$ cat src/hdl/egpc_pkg.sv
// ----------------------------------------------------------------------------
// egpc_pkg
// Shared types, codes and helper functions of the echo gate with playout clock.
// ----------------------------------------------------------------------------
`timescale 1ns / 1ps

package egpc_pkg;

    // item kinds
    typedef enum logic [1:0] {
        KIND_FAR   = 2'd0,
        KIND_MIC   = 2'd1,
        KIND_START = 2'd2,
        KIND_STOP  = 2'd3
    } kind_t;

    // configuration register indexes
    localparam int CFG_IDX_W  = 3;
    localparam int CFG_DATA_W = 16;
    localparam logic [CFG_IDX_W-1:0] CFG_MAKEUP_GAIN    = 3'd0;
    localparam logic [CFG_IDX_W-1:0] CFG_GATE_FACTOR    = 3'd1;
    localparam logic [CFG_IDX_W-1:0] CFG_LOUD_THRESHOLD = 3'd2;
    localparam logic [CFG_IDX_W-1:0] CFG_HANGOVER_MS    = 3'd3;
    localparam logic [CFG_IDX_W-1:0] CFG_BYTES_PER_MS   = 3'd4;

    // register reset values
    localparam logic [14:0]        RST_MAKEUP_GAIN    = 15'd256;
    localparam logic signed [9:0]  RST_GATE_FACTOR    = 10'sd0;
    localparam logic [15:0]        RST_LOUD_THRESHOLD = 16'd256;
    localparam logic [15:0]        RST_HANGOVER_MS    = 16'd200;
    localparam logic [7:0]         RST_BYTES_PER_MS   = 8'd32;

    localparam int DEFAULT_MAX_FRAME_SAMPLES = 1024;

    localparam logic signed [15:0] SAMPLE_MAX = 16'sd32767;
    localparam logic signed [15:0] SAMPLE_MIN = -16'sd32768;
    localparam logic signed [31:0] SAT_HI     = 32'sd32767;
    localparam logic signed [31:0] SAT_LO     = -32'sd32768;

    typedef enum logic [2:0] {
        ST_IDLE,
        ST_EXEC,
        ST_PREP,
        ST_DIV,
        ST_COMMIT,
        ST_HOLD,
        ST_MIC,
        ST_FIN
    } state_t;

    typedef struct packed {
        logic load;      // capture the input transfer
        logic exec;      // accumulate, start/stop, first gain product
        logic prep;      // set up division, loudness product, playout start
        logic div_step;  // one quotient bit
        logic commit;    // advance playout clock, close frame
        logic hold;      // extend gate hold time
        logic mic;       // apply gate to mic sample
        logic finish;    // load output register
    } cmd_t;

    typedef struct packed {
        kind_t kind;
        logic  frame_end;  // last-in-frame item while playing
        logic  div_last;   // final divider step
    } status_t;

    // a is after b on the wrapping millisecond clock
    function automatic logic is_after(input logic [31:0] a, input logic [31:0] b);
        logic [31:0] d;
        d = a - b;
        return (d != 32'd0) && !d[31];
    endfunction

    function automatic logic signed [15:0] sat16(input logic signed [31:0] v);
        logic signed [15:0] r;
        if (v > SAT_HI)
            r = SAMPLE_MAX;
        else if (v < SAT_LO)
            r = SAMPLE_MIN;
        else
            r = v[15:0];
        return r;
    endfunction

endpackage

$ cat src/hdl/echo_gate_with_playout_clock.sv
// ----------------------------------------------------------------------------
// echo_gate_with_playout_clock
// Items pass load and exec; start, stop and plain far-end items then go to the
// output register, mic items pass the gate step first, and a far-end frame end
// passes prep, the serial divider (BYTES_W = clog2(MAX_FRAME_SAMPLES + 1) + 1
// quotient bits), commit and hold. One item at a time; input taken while a result waits.
// Reset clears clocks, accumulators, playback flag and registers to defaults.
// ----------------------------------------------------------------------------
`timescale 1ns / 1ps

module echo_gate_with_playout_clock #(
    parameter int MAX_FRAME_SAMPLES = egpc_pkg::DEFAULT_MAX_FRAME_SAMPLES
) (
    input  logic                              clk,
    input  logic                              rst_n,
    input  logic                              cfg_we,
    input  logic [egpc_pkg::CFG_IDX_W-1:0]    cfg_index,
    input  logic [egpc_pkg::CFG_DATA_W-1:0]   cfg_data,
    input  logic                              in_valid,
    output logic                              in_stall,
    input  logic [1:0]                        kind,
    input  logic signed [15:0]                sample_in,
    input  logic                              last_in_frame,
    input  logic [31:0]                       time_ms,
    output logic                              out_valid,
    input  logic                              out_stall,
    output logic signed [15:0]                sample_out,
    output logic                              far_end_active,
    output logic                              frame_taken
);
    import egpc_pkg::*;

    cmd_t    cmd;
    status_t status;

    egpc_ctrl u_ctrl (
        .clk       (clk),
        .rst_n     (rst_n),
        .in_valid  (in_valid),
        .in_stall  (in_stall),
        .out_valid (out_valid),
        .out_stall (out_stall),
        .status    (status),
        .cmd       (cmd)
    );

    egpc_datapath #(
        .MAX_FRAME_SAMPLES (MAX_FRAME_SAMPLES)
    ) u_datapath (
        .clk            (clk),
        .rst_n          (rst_n),
        .cmd            (cmd),
        .status         (status),
        .cfg_we         (cfg_we),
        .cfg_index      (cfg_index),
        .cfg_data       (cfg_data),
        .kind           (kind),
        .sample_in      (sample_in),
        .last_in_frame  (last_in_frame),
        .time_ms        (time_ms),
        .sample_out     (sample_out),
        .far_end_active (far_end_active),
        .frame_taken    (frame_taken)
    );

endmodule

$ cat src/hdl/egpc_ctrl.sv
// ----------------------------------------------------------------------------
// egpc_ctrl
// Sequencer: steps each item through the datapath and owns the handshakes.
// ----------------------------------------------------------------------------
`timescale 1ns / 1ps

module egpc_ctrl (
    input  logic               clk,
    input  logic               rst_n,
    input  logic               in_valid,
    output logic               in_stall,
    output logic               out_valid,
    input  logic               out_stall,
    input  egpc_pkg::status_t  status,
    output egpc_pkg::cmd_t     cmd
);
    import egpc_pkg::*;

    state_t state_reg;
    state_t state_next;
    logic   out_valid_reg;
    logic   out_valid_next;
    logic   out_free;

    assign out_free = !out_valid_reg || !out_stall;

    always_ff @(posedge clk or negedge rst_n)
    begin
        if (!rst_n)
        begin
            state_reg     <= ST_IDLE;
            out_valid_reg <= 1'b0;
        end
        else
        begin
            state_reg     <= state_next;
            out_valid_reg <= out_valid_next;
        end
    end

    always_comb
    begin
        state_next = state_reg;
        unique case (state_reg)
            ST_IDLE:
            begin
                if (in_valid)
                    state_next = ST_EXEC;
            end
            ST_EXEC:
            begin
                if (status.kind == KIND_FAR && status.frame_end)
                    state_next = ST_PREP;
                else if (status.kind == KIND_MIC)
                    state_next = ST_MIC;
                else
                    state_next = ST_FIN;
            end
            ST_PREP:   state_next = ST_DIV;
            ST_DIV:
            begin
                if (status.div_last)
                    state_next = ST_COMMIT;
            end
            ST_COMMIT: state_next = ST_HOLD;
            ST_HOLD:   state_next = ST_FIN;
            ST_MIC:    state_next = ST_FIN;
            ST_FIN:
            begin
                if (out_free)
                    state_next = ST_IDLE;
            end
            default:   state_next = ST_IDLE;
        endcase
    end

    always_comb
    begin
        cmd          = '0;
        cmd.load     = (state_reg == ST_IDLE) && in_valid;
        cmd.exec     = (state_reg == ST_EXEC);
        cmd.prep     = (state_reg == ST_PREP);
        cmd.div_step = (state_reg == ST_DIV);
        cmd.commit   = (state_reg == ST_COMMIT);
        cmd.hold     = (state_reg == ST_HOLD);
        cmd.mic      = (state_reg == ST_MIC);
        cmd.finish   = (state_reg == ST_FIN) && out_free;
    end

    // hold the result until the downstream transfer, then drop valid
    assign out_valid_next = (out_valid_reg && out_stall) || cmd.finish;

    assign in_stall  = (state_reg != ST_IDLE);
    assign out_valid = out_valid_reg;

endmodule

$ cat src/hdl/egpc_datapath.sv
// ----------------------------------------------------------------------------
// egpc_datapath
// Config registers, frame accumulators, playout clock, serial divider and
// mic gain / gate arithmetic.
// ----------------------------------------------------------------------------
`timescale 1ns / 1ps

module egpc_datapath #(
    parameter int MAX_FRAME_SAMPLES = egpc_pkg::DEFAULT_MAX_FRAME_SAMPLES
) (
    input  logic                                  clk,
    input  logic                                  rst_n,
    input  egpc_pkg::cmd_t                        cmd,
    output egpc_pkg::status_t                     status,
    input  logic                                  cfg_we,
    input  logic [egpc_pkg::CFG_IDX_W-1:0]        cfg_index,
    input  logic [egpc_pkg::CFG_DATA_W-1:0]       cfg_data,
    input  logic [1:0]                            kind,
    input  logic signed [15:0]                    sample_in,
    input  logic                                  last_in_frame,
    input  logic [31:0]                           time_ms,
    output logic signed [15:0]                    sample_out,
    output logic                                  far_end_active,
    output logic                                  frame_taken
);
    import egpc_pkg::*;

    localparam int FS_W    = $clog2(MAX_FRAME_SAMPLES + 1);
    localparam int ABS_W   = 16 + FS_W;
    localparam int BYTES_W = FS_W + 1;
    localparam int CNT_W   = $clog2(BYTES_W);
    localparam int PROD_W  = 17 + FS_W;

    // configuration
    logic [14:0]        gain_reg;
    logic signed [9:0]  gf_reg;
    logic [15:0]        thr_reg;
    logic [15:0]        hang_reg;
    logic [7:0]         bpm_reg;

    // control state
    logic [31:0]        playout_end_reg;
    logic [31:0]        hold_until_reg;
    logic               playback_on_reg;
    logic [ABS_W-1:0]   abs_sum_reg;
    logic [FS_W-1:0]    fs_reg;

    // item and working registers
    kind_t              kind_reg;
    logic signed [15:0] s_reg;
    logic               last_reg;
    logic [31:0]        t_reg;
    logic [31:0]        start_reg;
    logic [PROD_W-1:0]  thr_prod_reg;
    logic [7:0]         rem_reg;
    logic [BYTES_W-1:0] q_reg;
    logic [CNT_W-1:0]   cnt_reg;
    logic               loud_reg;
    logic               taken_reg;
    logic signed [15:0] v1_reg;
    logic signed [15:0] res_reg;
    logic signed [15:0] sample_out_reg;
    logic               fea_reg;
    logic               taken_out_reg;

    logic               gate_on;
    logic               gate_active;
    logic [15:0]        abs_s;
    logic [16:0]        thr_p1;
    logic [8:0]         trial;
    logic               trial_ge;
    logic [BYTES_W-1:0] fms;
    logic [31:0]        hold_cand;
    logic signed [31:0] mic_prod;
    logic signed [31:0] mic_shift;
    logic signed [31:0] gate_prod;
    logic signed [31:0] gate_shift;

    assign gate_on     = !gf_reg[9];
    assign gate_active = gate_on && is_after(hold_until_reg, t_reg);
    assign abs_s       = s_reg[15] ? (~s_reg + 16'd1) : s_reg;
    assign thr_p1      = {1'b0, thr_reg} + 17'd1;
    assign trial       = {rem_reg, q_reg[BYTES_W-1]};
    assign trial_ge    = (trial >= {1'b0, bpm_reg});
    assign fms         = (bpm_reg == 8'd0) ? '0 : q_reg;
    assign hold_cand   = playout_end_reg + {16'd0, hang_reg};
    assign mic_prod    = s_reg * $signed({1'b0, gain_reg});
    assign mic_shift   = mic_prod >>> 8;
    assign gate_prod   = v1_reg * gf_reg;
    assign gate_shift  = gate_prod >>> 8;

    assign status.kind      = kind_reg;
    assign status.frame_end = playback_on_reg && last_reg;
    assign status.div_last  = (cnt_reg == CNT_W'(BYTES_W - 1));

    // configuration and clock state
    always_ff @(posedge clk or negedge rst_n)
    begin
        if (!rst_n)
        begin
            gain_reg        <= RST_MAKEUP_GAIN;
            gf_reg          <= RST_GATE_FACTOR;
            thr_reg         <= RST_LOUD_THRESHOLD;
            hang_reg        <= RST_HANGOVER_MS;
            bpm_reg         <= RST_BYTES_PER_MS;
            playout_end_reg <= '0;
            hold_until_reg  <= '0;
            playback_on_reg <= 1'b0;
            abs_sum_reg     <= '0;
            fs_reg          <= '0;
        end
        else
        begin
            if (cfg_we)
            begin
                unique case (cfg_index)
                    CFG_MAKEUP_GAIN:    gain_reg <= cfg_data[14:0];
                    CFG_GATE_FACTOR:    gf_reg   <= cfg_data[9:0];
                    CFG_LOUD_THRESHOLD: thr_reg  <= cfg_data;
                    CFG_HANGOVER_MS:    hang_reg <= cfg_data;
                    CFG_BYTES_PER_MS:   bpm_reg  <= cfg_data[7:0];
                    default:            ;
                endcase
            end

            if (cmd.exec)
            begin
                if (kind_reg == KIND_FAR)
                begin
                    if (playback_on_reg && fs_reg < FS_W'(MAX_FRAME_SAMPLES))
                    begin
                        abs_sum_reg <= abs_sum_reg + ABS_W'(abs_s);
                        fs_reg      <= fs_reg + FS_W'(1);
                    end
                end
                else if ((kind_reg == KIND_START && !playback_on_reg) ||
                         (kind_reg == KIND_STOP && playback_on_reg))
                begin
                    playback_on_reg <= (kind_reg == KIND_START);
                    playout_end_reg <= '0;
                    hold_until_reg  <= '0;
                    abs_sum_reg     <= '0;
                    fs_reg          <= '0;
                end
            end

            if (cmd.commit)
            begin
                playout_end_reg <= start_reg + 32'(fms);
                abs_sum_reg     <= '0;
                fs_reg          <= '0;
            end

            if (cmd.hold && gate_on && loud_reg && is_after(hold_cand, hold_until_reg))
                hold_until_reg <= hold_cand;
        end
    end

    // working and output payload
    always_ff @(posedge clk)
    begin
        if (cmd.load)
        begin
            kind_reg  <= kind_t'(kind);
            s_reg     <= sample_in;
            last_reg  <= last_in_frame;
            t_reg     <= time_ms;
            taken_reg <= 1'b0;
            res_reg   <= '0;
        end

        if (cmd.exec)
            v1_reg <= sat16(mic_shift);

        if (cmd.prep)
        begin
            start_reg    <= is_after(playout_end_reg, t_reg) ? playout_end_reg : t_reg;
            thr_prod_reg <= PROD_W'(thr_p1) * PROD_W'(fs_reg);
            q_reg        <= {fs_reg, 1'b0};
            rem_reg      <= '0;
            cnt_reg      <= '0;
        end

        // restoring divide, one quotient bit per cycle
        if (cmd.div_step)
        begin
            if (trial_ge)
            begin
                rem_reg <= 8'(trial - {1'b0, bpm_reg});
                q_reg   <= {q_reg[BYTES_W-2:0], 1'b1};
            end
            else
            begin
                rem_reg <= trial[7:0];
                q_reg   <= {q_reg[BYTES_W-2:0], 1'b0};
            end
            cnt_reg <= cnt_reg + CNT_W'(1);
        end

        // floor(sum / n) > thr  <=>  sum >= (thr + 1) * n
        if (cmd.commit)
        begin
            loud_reg  <= (fs_reg != '0) && (PROD_W'(abs_sum_reg) >= thr_prod_reg);
            taken_reg <= 1'b1;
        end

        if (cmd.mic)
        begin
            if (!gate_active)
                res_reg <= v1_reg;
            else if (gf_reg == 10'sd0)
                res_reg <= '0;
            else
                res_reg <= sat16(gate_shift);
        end

        if (cmd.finish)
        begin
            sample_out_reg <= res_reg;
            fea_reg        <= gate_active;
            taken_out_reg  <= taken_reg;
        end
    end

    assign sample_out     = sample_out_reg;
    assign far_end_active = fea_reg;
    assign frame_taken    = taken_out_reg;

endmodule
$ cat config.mk
export PLATFORM = sky130hd
export DESIGN_NAME = echo_gate_with_playout_clock
export DESIGN_NICKNAME = d
export VERILOG_FILES = /design/src/hdl/egpc_pkg.sv /design/src/hdl/echo_gate_with_playout_clock.sv /design/src/hdl/egpc_ctrl.sv /design/src/hdl/egpc_datapath.sv
export SDC_FILE = /design/constraint.sdc
export NUM_CORES = 2
export LEC_CHECK = 0
export BUFFER_PORTS_ARGS = -buffer_cell sky130_fd_sc_hd__buf_2
export CAP_MARGIN = 20
export CORE_UTILIZATION = 50
export DETAILED_ROUTE_END_ITERATION = 7
export HOLD_SLACK_MARGIN = 0.03
export PLACE_DENSITY = 0.66
export REMOVE_ABC_BUFFERS = 1
export SYNTH_ARGS = -nofsm -noshare
export SYNTH_HDL_FRONTEND = slang
export SYNTH_HIERARCHICAL = 1
export SYNTH_SLANG_ARGS = --single-unit
$ cat constraint.sdc
create_clock -name clk -period 16.8 [get_ports clk]
set_clock_uncertainty 0.05 [all_clocks]
set_input_delay 0.84 -clock clk [delete_from_list [all_inputs] [get_ports clk]]
set_output_delay 0.84 -clock clk [all_outputs]
set_load 0.02 [all_outputs]
==> flow_metrics.py <==
metrics = {
    "run_status": {
        "status": "finished, final reports clean",
    },
    "grt": {
        "grt_use_total_pct": 26.58,
        "grt_max_degree": 66,
        "grt.overflow.total": 0,
        "grt_pass1_wl_um": 186600,
        "antenna_found_initial": 6,
        "first_global_vias": 33960,
    },
    "critical_path": {
        "rr_worst_depth": 24,
        "cp-end-kind": "flip-flop",
        "r2r_start": "u_datapath/s_reg[15]",
        "worstReg2RegEnd": "u_datapath/v1_reg[7]",
        "arrival_ns": 8.11,
        "path_class": "reg2reg",
        "crit_path_start_kind": "flip-flop",
        "path_max_fanout": 31,
        "cp_data_required_time_ns": 17.07,
        "r2r_slack_ns": 8.97,
    },
    "timing": {
        "rsz0062_at_grt": "no",
        "final.setup.tns_ns": 0,
        "clock.fmax_mhz": 127.7,
        "finalCritPeriodShare_pct": 46.63,
        "drv_slew": 0,
        "period_needed_ns": 7.833,
        "final_hold_viol_count": 0,
        "setup_viol": 0,
        "relSlewSlack_pct": 16.08,
        "tightest_slew_ns": 1.227,
    },
    "route": {
        "vias_per_cell": 5.591,
        "routedWlPerCell_um": 19.70,
        "drc": 0,
        "routed-via-count": 32930,
        "drt_iter0_markers": 2335,
        "ant_nets": 0,
        "finalWirelength_um": 116000,
        "drt_first_pass_iters": 5,
    },
    "logic_synthesis": {
        "async_flop_share_pct": 47.91,
        "yosys_warnings": 6,
        "synth_top_area_share_pct": 23.68,
        "ys.flop_type": "edfxtp_1",
        "yosysTopAreaCell": "fa_1",
        "synth_cell_types": 98,
        "syn_area_um2": 44300,
        "ys_ff_latch": 359,
        "seq_area_frac_synth_pct": 22.39,
        "avgSynthCellArea_um2": 9.410,
        "synth_edf_count": 186,
        "syn_inst": 4708,
        "yosys-top-cells-area": "fa_1 24%, edfxtp_1 13%, ha_1 11%",
    },
    "clock_tree": {
        "post_cts_resized": 0,
        "post_cts_buffers": 0,
        "htreeDepth": 2,
        "cts.sink_count": 359,
        "postCtsHoldBufs": 0,
        "tritoncts": "built",
        "cts.reportedPaths.clkPinSlew_ns": 0.07,
        "cts_buffers": 43,
        "clk_path_buf_depth": 3,
        "cts-root-buf": "clkbuf_16",
        "clock_latency_ns": 0.61,
    },
    "floorplanning": {
        "initial_core_util_pct": 50.75,
        "die_y_um": 299.7,
        "ioPinCount": 95,
        "die-area_um2": 89790,
        "core_area_um2": 87290,
        "die_w_um": 299.7,
        "fp-row-count": 108,
    },
    "placed_design": {
        "place.gp.congestion": 0.9343,
        "io_buffer_count": 94,
        "dp_hpwl_um": 91310,
    },
    "worst_hold_path": {
        "holdCritPathClass": "in2async",
    },
    "finish": {
        "drive_gt1_share_pct": 7.442,
        "finalNetCount": 5675,
        "syn_to_final_growth_pct": 6.660,
    },
    "run": {
        "max-cap-violations": 0,
    },
}
-- critical path, cell delays in order (launching register included) --
cell      delay (ns)
edfxtp_1        0.97
and2_1          0.28
inv_1           0.07
fa_1            0.55
inv_1           0.06
fa_1            0.48
inv_1           0.06
fa_1            0.51
inv_1           0.06
fa_1            0.49
fa_1            0.49
inv_1           0.05
fa_1            0.47
inv_1           0.04
ha_1            0.32
and3_1          0.22
a221o_1         0.35
a221oi_4        0.43
o211ai_1        0.20
or3_1           0.36
a31oi_1         0.21
xnor2_1         0.13
a41oi_1         0.36
buf_4           0.26
o31ai_1         0.09
-- kinds of logic (layout without fill, tap and decap cells) --
group                    count (synthesis)  after routing  share of synthesized area, %
other                                    0              5                             0
buffers and inverters                  987           1009                         8.547
XOR/XNOR                               221            221                         4.369
adder cells (fa/ha/maj)                904            904                         34.41
AND/OR/NAND/NOR                       1359           1359                         15.24
flip-flops                             359            359                         22.39
multiplexers                           161            161                         4.231
AO/OA/AOI/OAI                          717            717                         10.82
-- cell usage in the layout (no fill, tap or decap), drive strengths merged, types with 11 or more instances in the layout --
cell	instances
nor2	165
buf	134
xor2	70
inv	799
a221o	20
and3	38
a21oi	162
o21ai	173
fa	524
o2111ai	14
ha	380
dfrtp	166
nor3b	18
o211ai	17
nand2	526
clkbuf	57
a31oi	53
a21o	68
a211oi	24
mux2i	35
nand2b	45
nor2b	43
nor4	26
xnor2	151
and2	254
or3	20
nand4	28
o21a	28
mux2	126
nor3	55
a22o	12
a2111oi	11
o31ai	21
clkinv	14
edfxtp	186
nand3	89
o21bai	22
-- how the worst max path moves through the flow --
stage,start,endpoint,slack (ns),depth (start not counted)
6_report,u_datapath/s_reg[15],u_datapath/v1_reg[7],8.97,24
5_1_grt,u_datapath/s_reg[15],u_datapath/v1_reg[2],8.50,24
4_1_cts,u_datapath/s_reg[15],u_datapath/v1_reg[0],9.00,24
3_5_place_dp,u_datapath/s_reg[15],u_datapath/v1_reg[0],9.00,24
3_3_place_gp,u_datapath/s_reg[15],u_datapath/v1_reg[8],8.67,23
2_1_floorplan,u_datapath/s_reg[15],u_datapath/v1_reg[12],9.43,21
-- synthesized netlist by cell type (all sizes together) (21+ instances only) --
master	count
a211oi	24
a21o	68
a21oi	162
a31oi	53
and2	254
and3	38
buf	30
clkbuf	162
dfrtp	166
edfxtp	186
fa	524
ha	380
inv	795
mux2	126
mux2i	35
nand2	526
nand2b	45
nand3	89
nand4	28
nor2	165
nor2b	43
nor3	55
nor4	26
o21a	28
o21ai	173
o21bai	22
o31ai	21
xnor2	151
xor2	70
-- per-layer routing --
metal / part of all wire, % / wire [um] / track usage [%] / vias to the layer above
met3: 6.4 / 7450 / 4.711 / 198
met1: 44 / 51480 / 36.15 / 16310
li1: - / - / - / 15480
met2: 46 / 53300 / 43.13 / 934
met5: 0.057 / 66 / 0 / -
met4: 3.2 / 3731 / 8.418 / 10
-- through the flow --
stage	setup slack, ns	area [um2]	util (%)	hold slack [ns]	cells
floorplan	9.431	43500	-	0.3503	4516
global placement	8.669	45740	52.40	0.3532	5797
detailed placement	8.999	45780	52.44	0.3545	5802
CTS	8.995	47210	54.08	0.1350	5881
global route	8.503	47240	54.12	0.1709	5886
finish	8.967	47250	54.13	0.1543	5890
-- area by class of cell --
type                       count  area, um2
multi-input combinational   3362      30670
fill                        7998      40040
clock inverter                23      255.2
tap                         1155       1445
clock buffer                  56       1176
sequential                   359       9917
antenna                        5      12.51
inverter                     795       2984
timing repair buffer         135      787.0
Power is not shown: default switching activity piles up to over one toggle a cycle in this logic, so the estimate is an artifact.
